`src/hw/rtl/fmct_pkg.sv`:
```
// fmct_pkg: byte codes, result structs and the delimiter test shared by
// the framed message checker and tokenizer. No dependencies.
`timescale 1ns / 1ps
`default_nettype none

package fmct_pkg;

    localparam logic [7:0] B_STX = 8'h02;
    localparam logic [7:0] B_SOH = 8'h01;
    localparam logic [7:0] B_EOT = 8'h04;
    localparam logic [7:0] B_GS  = 8'h1D;
    localparam logic [7:0] B_RS  = 8'h1E;
    localparam logic [7:0] B_CR  = 8'h0D;
    localparam logic [7:0] B_LF  = 8'h0A;

    // configuration register indexes
    localparam logic CFG_MIN_LENGTH      = 1'b0;
    localparam logic CFG_SEPARATOR_INDEX = 1'b1;

    localparam logic [7:0] MIN_LENGTH_RST      = 8'd10;
    localparam logic [7:0] SEPARATOR_INDEX_RST = 8'd6;

    // token tags
    localparam logic [1:0] TAG_NONE  = 2'd0;
    localparam logic [1:0] TAG_TYPE  = 2'd1;
    localparam logic [1:0] TAG_NAME  = 2'd2;
    localparam logic [1:0] TAG_VALUE = 2'd3;

    typedef struct packed {
        logic frame_ok;
        logic start_ok;
        logic header_ok;
        logic group_sep_ok;
        logic record_sep_ok;
        logic end_ok;
        logic length_ok;
    } fmct_checks_t;

    typedef struct packed {
        logic [1:0] field_tag;
        logic       token_start;
    } fmct_tok_t;

    function automatic logic is_delim(input logic [7:0] b);
        return (b == B_STX) || (b == B_SOH) || (b == B_EOT) || (b == B_GS) ||
               (b == B_RS) || (b == B_CR) || (b == B_LF);
    endfunction

endpackage

`default_nettype wire

```
`src/hw/rtl/framed_message_checker_tokenizer.sv`:
```
// Framed message checker and tokenizer, top level.
// Each accepted input beat appears as its result beat in the next cycle.
// Throughput: one beat per cycle; a new beat is taken whenever the result
// register is empty or being drained in the same cycle.
// Reset (rst_n, async, active low): result register empty, per-message
// state cleared, min_length = 10 and separator_index = 6.
`timescale 1ns / 1ps
`default_nettype none

module framed_message_checker_tokenizer #(
    parameter int MAX_LENGTH = 256
) (
    input  wire logic       clk,
    input  wire logic       rst_n,

    // configuration write channel
    input  wire logic       cfg_valid,
    output logic            cfg_ready,
    input  wire logic       cfg_index,
    input  wire logic [7:0] cfg_data,

    // input byte channel
    input  wire logic       in_valid,
    output logic            in_ready,
    input  wire logic [7:0] data_byte,
    input  wire logic       last_byte,

    // result channel
    output logic            out_valid,
    input  wire logic       out_ready,
    output logic [7:0]      echo_byte,
    output logic [1:0]      field_tag,
    output logic            token_start,
    output logic            frame_end,
    output logic            frame_ok,
    output logic            start_ok,
    output logic            header_ok,
    output logic            group_sep_ok,
    output logic            record_sep_ok,
    output logic            end_ok,
    output logic            length_ok
);

    // Configuration registers; writes are always taken.
    logic [7:0] min_length_reg;
    logic [7:0] sep_index_reg;

    assign cfg_ready = 1'b1;

    always_ff @(posedge clk or negedge rst_n)
    begin
        if (!rst_n)
        begin
            min_length_reg <= fmct_pkg::MIN_LENGTH_RST;
            sep_index_reg  <= fmct_pkg::SEPARATOR_INDEX_RST;
        end
        else if (cfg_valid)
        begin
            case (cfg_index)
                fmct_pkg::CFG_MIN_LENGTH:      min_length_reg <= cfg_data;
                fmct_pkg::CFG_SEPARATOR_INDEX: sep_index_reg  <= cfg_data;
                default: ;
            endcase
        end
    end

    // Input beat accepted: the result register is free or drains this cycle.
    logic out_valid_reg;
    logic step;

    assign in_ready = !out_valid_reg || out_ready;
    assign step     = in_valid && in_ready;

    fmct_pkg::fmct_checks_t checks;
    fmct_pkg::fmct_tok_t    tok;

    // Framing checks: position counter and per-index byte compares.
    fmct_framing #(
        .MAX_LENGTH(MAX_LENGTH)
    ) u_framing (
        .clk             (clk),
        .rst_n           (rst_n),
        .step            (step),
        .data_byte       (data_byte),
        .last_byte       (last_byte),
        .min_length      (min_length_reg),
        .separator_index (sep_index_reg),
        .checks          (checks)
    );

    // Token tagging on delimiter runs.
    fmct_tokenizer u_tokenizer (
        .clk       (clk),
        .rst_n     (rst_n),
        .step      (step),
        .data_byte (data_byte),
        .last_byte (last_byte),
        .tok       (tok)
    );

    // Result register. Check bits are only reported on the final byte.
    logic [7:0]             echo_reg;
    fmct_pkg::fmct_tok_t    tok_reg;
    logic                   end_reg;
    fmct_pkg::fmct_checks_t checks_reg;

    always_ff @(posedge clk or negedge rst_n)
    begin
        if (!rst_n)
        begin
            out_valid_reg <= 1'b0;
        end
        else if (step)
        begin
            out_valid_reg <= 1'b1;
        end
        else if (out_ready)
        begin
            out_valid_reg <= 1'b0;
        end
    end

    always_ff @(posedge clk)
    begin
        if (step)
        begin
            echo_reg   <= data_byte;
            tok_reg    <= tok;
            end_reg    <= last_byte;
            checks_reg <= last_byte ? checks : '0;
        end
    end

    assign out_valid     = out_valid_reg;
    assign echo_byte     = echo_reg;
    assign field_tag     = tok_reg.field_tag;
    assign token_start   = tok_reg.token_start;
    assign frame_end     = end_reg;
    assign frame_ok      = checks_reg.frame_ok;
    assign start_ok      = checks_reg.start_ok;
    assign header_ok     = checks_reg.header_ok;
    assign group_sep_ok  = checks_reg.group_sep_ok;
    assign record_sep_ok = checks_reg.record_sep_ok;
    assign end_ok        = checks_reg.end_ok;
    assign length_ok     = checks_reg.length_ok;

`ifndef ASSERT_OFF
    // An empty result register must never hold off input.
    a_ready_when_empty: assert property (@(posedge clk) disable iff (!rst_n)
        !out_valid_reg |-> in_ready)
        else $error("input stalled with empty result register");

    // An accepted input beat always yields a result beat next cycle.
    a_result_follows: assert property (@(posedge clk) disable iff (!rst_n)
        step |=> out_valid_reg)
        else $error("accepted beat produced no result");

    // Overall pass only when every individual check passed.
    a_frame_ok_all: assert property (@(posedge clk) disable iff (!rst_n)
        (out_valid_reg && frame_ok) |->
            (start_ok && header_ok && group_sep_ok && record_sep_ok &&
             end_ok && length_ok))
        else $error("frame_ok without all checks");

    // Check bits stay clear away from the final byte.
    a_checks_on_end: assert property (@(posedge clk) disable iff (!rst_n)
        (out_valid_reg && !frame_end) |-> (checks_reg == '0))
        else $error("check bits set on non-final byte");

    // A token start always carries a real tag.
    a_start_tagged: assert property (@(posedge clk) disable iff (!rst_n)
        (out_valid_reg && token_start) |-> (field_tag != fmct_pkg::TAG_NONE))
        else $error("token start without tag");
`endif

endmodule

`default_nettype wire

```
`src/hw/rtl/fmct_framing.sv`:
```
// fmct_framing: byte position counter and the six framing checks.
// Depends on fmct_pkg.
`timescale 1ns / 1ps
`default_nettype none

module fmct_framing #(
    parameter int MAX_LENGTH = 256
) (
    input  wire logic                 clk,
    input  wire logic                 rst_n,
    input  wire logic                 step,
    input  wire logic [7:0]           data_byte,
    input  wire logic                 last_byte,
    input  wire logic [7:0]           min_length,
    input  wire logic [7:0]           separator_index,
    output fmct_pkg::fmct_checks_t    checks
);

    localparam int PW = $clog2(MAX_LENGTH + 1);
    localparam int CW = (PW > 8) ? PW + 1 : 9;

    logic [PW-1:0] pos_reg, pos_next;
    logic          start_reg, start_next;
    logic          header_reg, header_next;
    logic          group_reg, group_next;
    logic          rs_found_reg, rs_found_next;
    logic          rs_place_reg, rs_place_next;

    logic          indexed;
    logic [CW-1:0] pos_w, sep_w, min_w, len_w;
    logic          at_start, at_header, at_group;
    logic          s_ok, h_ok, g_ok, r_ok, e_ok, l_ok;

    always_comb
    begin
        indexed   = pos_reg < PW'(MAX_LENGTH);
        pos_w     = CW'(pos_reg);
        sep_w     = CW'(separator_index);
        min_w     = CW'(min_length);
        len_w     = pos_w + CW'(1);
        at_start  = indexed && (pos_reg == '0);
        at_header = indexed && (pos_w == CW'(1));
        at_group  = indexed && (pos_w == sep_w);

        start_next    = at_start  ? (data_byte == fmct_pkg::B_STX) : start_reg;
        header_next   = at_header ? (data_byte == fmct_pkg::B_SOH) : header_reg;
        group_next    = at_group  ? (data_byte == fmct_pkg::B_GS)  : group_reg;
        rs_found_next = rs_found_reg;
        rs_place_next = rs_place_reg;
        if (!rs_found_reg && (data_byte == fmct_pkg::B_RS))
        begin
            rs_found_next = 1'b1;
            rs_place_next = pos_w > sep_w;
        end
        pos_next = indexed ? pos_reg + PW'(1) : pos_reg;

        // record separator check uses state from before this byte
        s_ok = start_next;
        h_ok = header_next;
        g_ok = group_next;
        r_ok = rs_found_reg && rs_place_reg;
        e_ok = data_byte == fmct_pkg::B_EOT;
        l_ok = len_w >= min_w;

        checks.frame_ok      = s_ok && h_ok && g_ok && r_ok && e_ok && l_ok;
        checks.start_ok      = s_ok;
        checks.header_ok     = h_ok;
        checks.group_sep_ok  = g_ok;
        checks.record_sep_ok = r_ok;
        checks.end_ok        = e_ok;
        checks.length_ok     = l_ok;
    end

    always_ff @(posedge clk or negedge rst_n)
    begin
        if (!rst_n)
        begin
            pos_reg      <= '0;
            start_reg    <= 1'b0;
            header_reg   <= 1'b0;
            group_reg    <= 1'b0;
            rs_found_reg <= 1'b0;
            rs_place_reg <= 1'b0;
        end
        else if (step)
        begin
            if (last_byte)
            begin
                pos_reg      <= '0;
                start_reg    <= 1'b0;
                header_reg   <= 1'b0;
                group_reg    <= 1'b0;
                rs_found_reg <= 1'b0;
                rs_place_reg <= 1'b0;
            end
            else
            begin
                pos_reg      <= pos_next;
                start_reg    <= start_next;
                header_reg   <= header_next;
                group_reg    <= group_next;
                rs_found_reg <= rs_found_next;
                rs_place_reg <= rs_place_next;
            end
        end
    end

endmodule

`default_nettype wire

```
`src/hw/rtl/fmct_tokenizer.sv`:
```
// fmct_tokenizer: splits the byte stream on delimiter runs and tags the
// first three tokens of a message. Depends on fmct_pkg.
`timescale 1ns / 1ps
`default_nettype none

module fmct_tokenizer (
    input  wire logic              clk,
    input  wire logic              rst_n,
    input  wire logic              step,
    input  wire logic [7:0]        data_byte,
    input  wire logic              last_byte,
    output fmct_pkg::fmct_tok_t    tok
);

    logic [1:0] count_reg, count_next;
    logic       inside_reg, inside_next;

    always_comb
    begin
        count_next      = count_reg;
        inside_next     = inside_reg;
        tok.field_tag   = fmct_pkg::TAG_NONE;
        tok.token_start = 1'b0;
        if (fmct_pkg::is_delim(data_byte))
        begin
            inside_next = 1'b0;
        end
        else if (inside_reg)
        begin
            tok.field_tag = count_reg;
        end
        else if (count_reg != fmct_pkg::TAG_VALUE)
        begin
            count_next      = count_reg + 2'd1;
            tok.field_tag   = count_next;
            tok.token_start = 1'b1;
            inside_next     = 1'b1;
        end
    end

    always_ff @(posedge clk or negedge rst_n)
    begin
        if (!rst_n)
        begin
            count_reg  <= '0;
            inside_reg <= 1'b0;
        end
        else if (step)
        begin
            count_reg  <= last_byte ? 2'd0 : count_next;
            inside_reg <= last_byte ? 1'b0 : inside_next;
        end
    end

endmodule

`default_nettype wire
```
`config.mk`:
```
export PLATFORM = sky130hd
export DESIGN_NAME = framed_message_checker_tokenizer
export DESIGN_NICKNAME = d
export VERILOG_FILES = /design/src/hw/rtl/fmct_pkg.sv /design/src/hw/rtl/framed_message_checker_tokenizer.sv /design/src/hw/rtl/fmct_framing.sv /design/src/hw/rtl/fmct_tokenizer.sv
export SDC_FILE = /design/constraint.sdc
export NUM_CORES = 1
export LEC_CHECK = 0
export ABC_AREA = 1
export BUFFER_PORTS_ARGS = -buffer_cell sky130_fd_sc_hd__buf_2
export CAP_MARGIN = 10
export CORE_ASPECT_RATIO = 1.2
export CORE_MARGIN = 1
export CORE_UTILIZATION = 23
export DETAILED_ROUTE_END_ITERATION = 6
export PLACE_DENSITY = 0.47
export SLEW_MARGIN = 20
export SYNTH_ARGS = -nofsm -noshare
export SYNTH_HDL_FRONTEND = slang
export SYNTH_SLANG_ARGS = --single-unit
```
`constraint.sdc`:
```
create_clock -name clk -period 2.21 [get_ports clk]
set_input_delay 0.1105 -clock clk [delete_from_list [all_inputs] [get_ports clk]]
set_output_delay 0.1105 -clock clk [all_outputs]
set_load 0.03 [all_outputs]
```
# == Word level (Yosys, flattened, before mapping) ==
# Index checks and enable logic that the tools add are counted.
# op_classes
bitwise_logic,1
reduce_logical,31
order_cmp,3
eq_ne,12
add_sub_neg,3
n_mux,24
# op_table
op,n
$mux W9,2
$eq A8 B4 Y1 const B,2
$eq A8 B5 Y1 const B,2
$mux W1,16
$logic_and A1 B1 Y1,11
$add A9 B1 Y10 const B,1
$ge A10 B8 Y1,1
$mux W2,5
$add A9 B1 Y9 const B,1
$eq A9 B1 Y1 const B,1
$eq A9 B8 Y1,1
$gt A9 B8 Y1,1
$logic_not A9 Y1,1
$lt A9 B9 Y1 const B,1
$eq A8 B1 Y1 const B,1
$eq A8 B2 Y1 const B,1
$eq A8 B3 Y1 const B,1
$reduce_and A2 Y1,4
$reduce_bool A2 Y1,4
$logic_or A1 B1 Y1,7
$ne A2 B2 Y1 const B,3
$reduce_and A4 Y1,1
$mux W3,1
$add A2 B1 Y2 const B,1
3 further kinds,4
# totals
in_bits,23
out_inout_bits,22
regBits,53
word_cells,96

# == Depth between registers and ports, before layout ==
# depth
depth_word,9
depth_mapped,14
ltp_nobuf,14

# == By module ==
# A second synthesis with hierarchy kept.
# hier_totals
cells_unflattened,377
hier_area_um2,3129.3
# modules_own_cells
module,cells_per_inst,seq_area_each_um2,instances,area_each_um2
fmct_framing,216,350.3,1,1468.9
framed_message_checker_tokenizer,111,1001.0,1,1347.5
fmct_tokenizer,50,75.1,1,312.8

# == Worst setup path before layout ==
# Ideal clock, no wire load.
# synth_path
kind,register -> register
start,register u_framing.pos_reg[0]
end,"register checks_reg (netlist bit length_ok), data pin"
setup_ns,0.257
path_stages_with_launch,15
arrival_time_ns,1.695
path_slack_ns,0.258
period_less_slack_ns,1.952
path_buffers,0
t_required_ns,1.953
path_cell_list,dfrtp_1 ha_1 nand2_2 o21ai_0 o21ai_0 inv_1 ha_1 nand2_1 a21oi_1 nor2_1 nand3_1 nand2_1 nand2_1 nor2_1 nor2_1
# synth_between
elab_chain_len,2
# synth_rtl
item,line_no,source
"start, declared",fmct_framing.sv:22,"logic [PW-1:0] pos_reg, pos_next;"
"start signal, assigned",fmct_framing.sv:98,pos_reg <= pos_next;
$add A9 B1 Y10,fmct_framing.sv:40,len_w = pos_w + CW'(1);
$ge A10 B8 Y1,fmct_framing.sv:63,l_ok = len_w >= min_w;
"end signal, assigned",framed_message_checker_tokenizer.sv:130,checks_reg <= last_byte ? checks : '0;
"end, declared",framed_message_checker_tokenizer.sv:105,fmct_pkg::fmct_checks_t checks_reg;
# No other way between the ends.
# A chain may end at the register's enable or synchronous reset.

# == Worst setup path in the final report ==
# layout_path
start,register u_framing.pos_reg[2]
end,"register checks_reg (netlist bit length_ok), data pin"
# The elaborated chain is that of the path after synthesis.

==> results.yml <==
cells_and_area:
  nets: 434
  multi_input_area_mm2: 0.00121
  fill_cells: 1297
  utilization_pct: 29.0
  area_growth_syn_to_layout_pct: 23.6
  drive_gt1_share_pct: 20.7
  largest_reg_flops: 9
  antenna_cells: 0
  register_area_mm2: 0.00143
clock_tree:
  clk_pin_slew_ns: 0.07
  h-tree-depth: 2
  cts_tree: "yes"
  clock_sinks: 53
  clockRootBuffer: "clkbuf_16"
  cts-buffers-inserted: 5
  clockBufferDepth: 2
  clk-insertion-delay-late_ns: 0.29
route:
  drt_first_pass_iters: 6
  routedWlPerCell_um: 11.0
  vias_per_cell: 4.08
  route.detailed.drc: 1
  ant_nets: 0
  drt_iter0_markers: 62
  vias: 2255
  wirelength_um: 6070
setup_path:
  r2r-end: "length_ok"
  reg2reg_from: "u_framing.pos_reg[2]"
  crit_fanout: 5
  crit_family: "simple AND/OR/NAND/NOR gates"
  criticalPathCategory: "reg -> reg"
  critPathRequiredTime_ns: 2.26
  r2r_slack_ns: 0.19
  path_buf_inv: 0
  slowest_delay_ns: 0.43
  start_kind: "flip-flop"
  path_cells: "nand3_2 -> nor2_4 -> xor2_2 -> ha_1 -> nand2_1 -> a21oi_1 -> nor2_1 -> nand3_1 -> nand2_1 -> nand2_1 -> nor2_2 -> nor2_1"
  crit_top_cell: "nand2_1"
  crit_arrival_ns: 2.07
  critPathCaptureType: "flip-flop"
  cp_slowest_cell: "dfrtp_2"
  r2r_cells: 12
synth:
  ys.warnings.count: 0
  synth_top_cells_by_area: "dfrtp_1 (27%), edfxtp_1 (20%), nand2_1 (11%)"
  synth_flop_cell: "dfrtp_1"
  syn_avg_cell_area_um2: 8.40
  yosysTopAreaCell: "dfrtp_1"
  synthCells: 337
  ys_seq_area_share_pct: 50.4
  yosys.cell_count.top_type: "nand2_1"
  ys_types: 26
  synth.top_cell.area_share_pct: 26.5
  syn_nets: 380
  synth_edf_count: 19
  yosys-top-cells-count: "nand2_1 (83), inv_1 (60), nor2_1 (35), dfrtp_1 (30), o21ai_0 (29)"
  syn_area_mm2: 0.00283
  async_flop_share_pct: 64.2
  synth-seq-cells: 53
sta:
  rsz0062_at_grt: "no"
  finalMaxSlewViolations: 0
  setup_viol: 0
  post-route-min-period_ns: 2.02
  final.setup_skew_ns: 0.00980
  slew_headroom_pct: 46.5
  fmaxAchievable_ghz: 0.496
  setup_ws_ns: 0.195
  min_period_over_period_pct: 91.2
  tightest_slew_ns: 0.802
  fin_tns_setup_ns: 0
  hold_viol_final: 0
die:
  die-height_um: 124
  num_io_pins: 45
  coreArea_mm2: 0.0121
  start_util_pct: 23.5
  row_count: 44
  die_area_mm2: 0.0128
  die_w_um: 103
placement:
  io_buffers: 43
  dpl.hpwl_um: 4720
  gp_congestion: 0.777
  place_ws_ns: 0.0562
outcome:
  violations: "DRC"
  outcome: "complete, but fails checks"
pwr:
  p_leak_uw: 0.00174
  power_per_cell_area_mw_per_mm2: 710
  ir_worst_vdd_v: 0.000342
global_routing:
  grt_usage_pct: 10.5
  grt_pass1_wl_um: 10300
  gr-total-overflow: 0
  grt_antenna_before_repair: 0
  grt_max_degree: 35
  grt_pass1_vias: 2287
hold_path:
  hold-path-endpoint: "echo_byte[5]"
  whs_path_depth: 1
  worstHoldPathType: "in -> reg"
  min_from: "data_byte[5]"
job:
  maxCapViolCount: 0
metrics by stage:
step / std cells / hold slack, ns / total power, µW / cell area (µm²)
global route: 553 / 0.00682 / 2640 / 3500
global placement: 539 / 0.254 / 1690 / 3240
detailed placement: 539 / 0.256 / 1690 / 3240
CTS: 550 / 0.000358 / 2500 / 3420
finish: 553 / 0.00853 / 2480 / 3500
floorplan: 337 / -0.185 / 1530 / 2830
how the worst max path moves through the flow:
stage	startpoint	end	slack [ns]	cells after the start
after floorplan	u_framing.pos_reg[0]	length_ok	0.26	14
after global placement	u_framing.pos_reg[0]	length_ok	0.10	13
after detailed placement	u_framing.pos_reg[0]	frame_ok	0.06	13
after CTS	u_framing.pos_reg[0]	frame_ok	0.03	13
after global routing	u_framing.pos_reg[0]	length_ok	0.006	12
final	u_framing.pos_reg[2]	length_ok	0.19	12
cell usage in the layout, fill, tap and decap left out, drive strengths merged, types with 5 or more instances in the layout:
cell    count
ha         20
clkbuf      5
edfxtp     19
o21ai      34
nand3      12
a21oi       7
o22ai       5
buf        47
inv        63
nand2      87
nor2       40
dfrtp      30
layer usage:
| metal | track usage (%) | share of wire (%) | vias to the layer above | wire, µm |
|---|---|---|---|---|
| li1 | - | - | 1177 | - |
| met1 | 12.5 | 46 | 1025 | 2800 |
| met2 | 18.6 | 48 | 44 | 2940 |
| met3 | 2.20 | 4.1 | 9 | 246 |
| met4 | 3.70 | 1.5 | 0 | 89 |
| met5 | 0 | 0 | - | 0 |
logic make-up after synthesis:
family / count (synthesis) / synth area share [%]
and+or+nand+nor: 146 / 21.6
other: 1 / 0.132
buffers and inverters: 65 / 8.75
xor gates and xnor gates: 3 / 0.929
DFF: 53 / 50.4
AOI/OAI and AO/OA: 49 / 9.33
adders and majority gates: 20 / 8.84
layout make-up:
| cell class | count | share of cell area (%) |
|---|---|---|
| clock inverter | 3 | 0.715 |
| clock buffer | 5 | 3.58 |
| sequential | 53 | 40.9 |
| timing repair buffer | 50 | 7.87 |
| multi-input combinational | 219 | 34.5 |
| inverter | 62 | 6.65 |
| tap | 161 | 5.76 |
worst register-to-register path, stage by stage, from the launching register on:
cell and delay [ns]:
dfrtp_2 0.43, nand3_2 0.15, nor2_4 0.16, xor2_2 0.17
ha_1 0.26, nand2_1 0.09, a21oi_1 0.05, nor2_1 0.10
nand3_1 0.09, nand2_1 0.06, nand2_1 0.06, nor2_2 0.10
nor2_1 0.04
where the power goes:
| group | internal [µW] | total [µW] | switching (µW) |
|---|---|---|---|
| clock network | 426 | 794 | 368 |
| logic | 182 | 505 | 324 |
| registers | 1130 | 1180 | 58.4 |
| total | 1730 | 2480 | 750 |
repair_timing:
item                                    CTS  global route
hold buffers                              3             0
setup buffers                             0             3
endpoints found under the setup margin    0             2
gates resized for setup                   0            15
endpoints found under the hold margin    32             0
No activity file was read; power rests on OpenSTA's default activity.
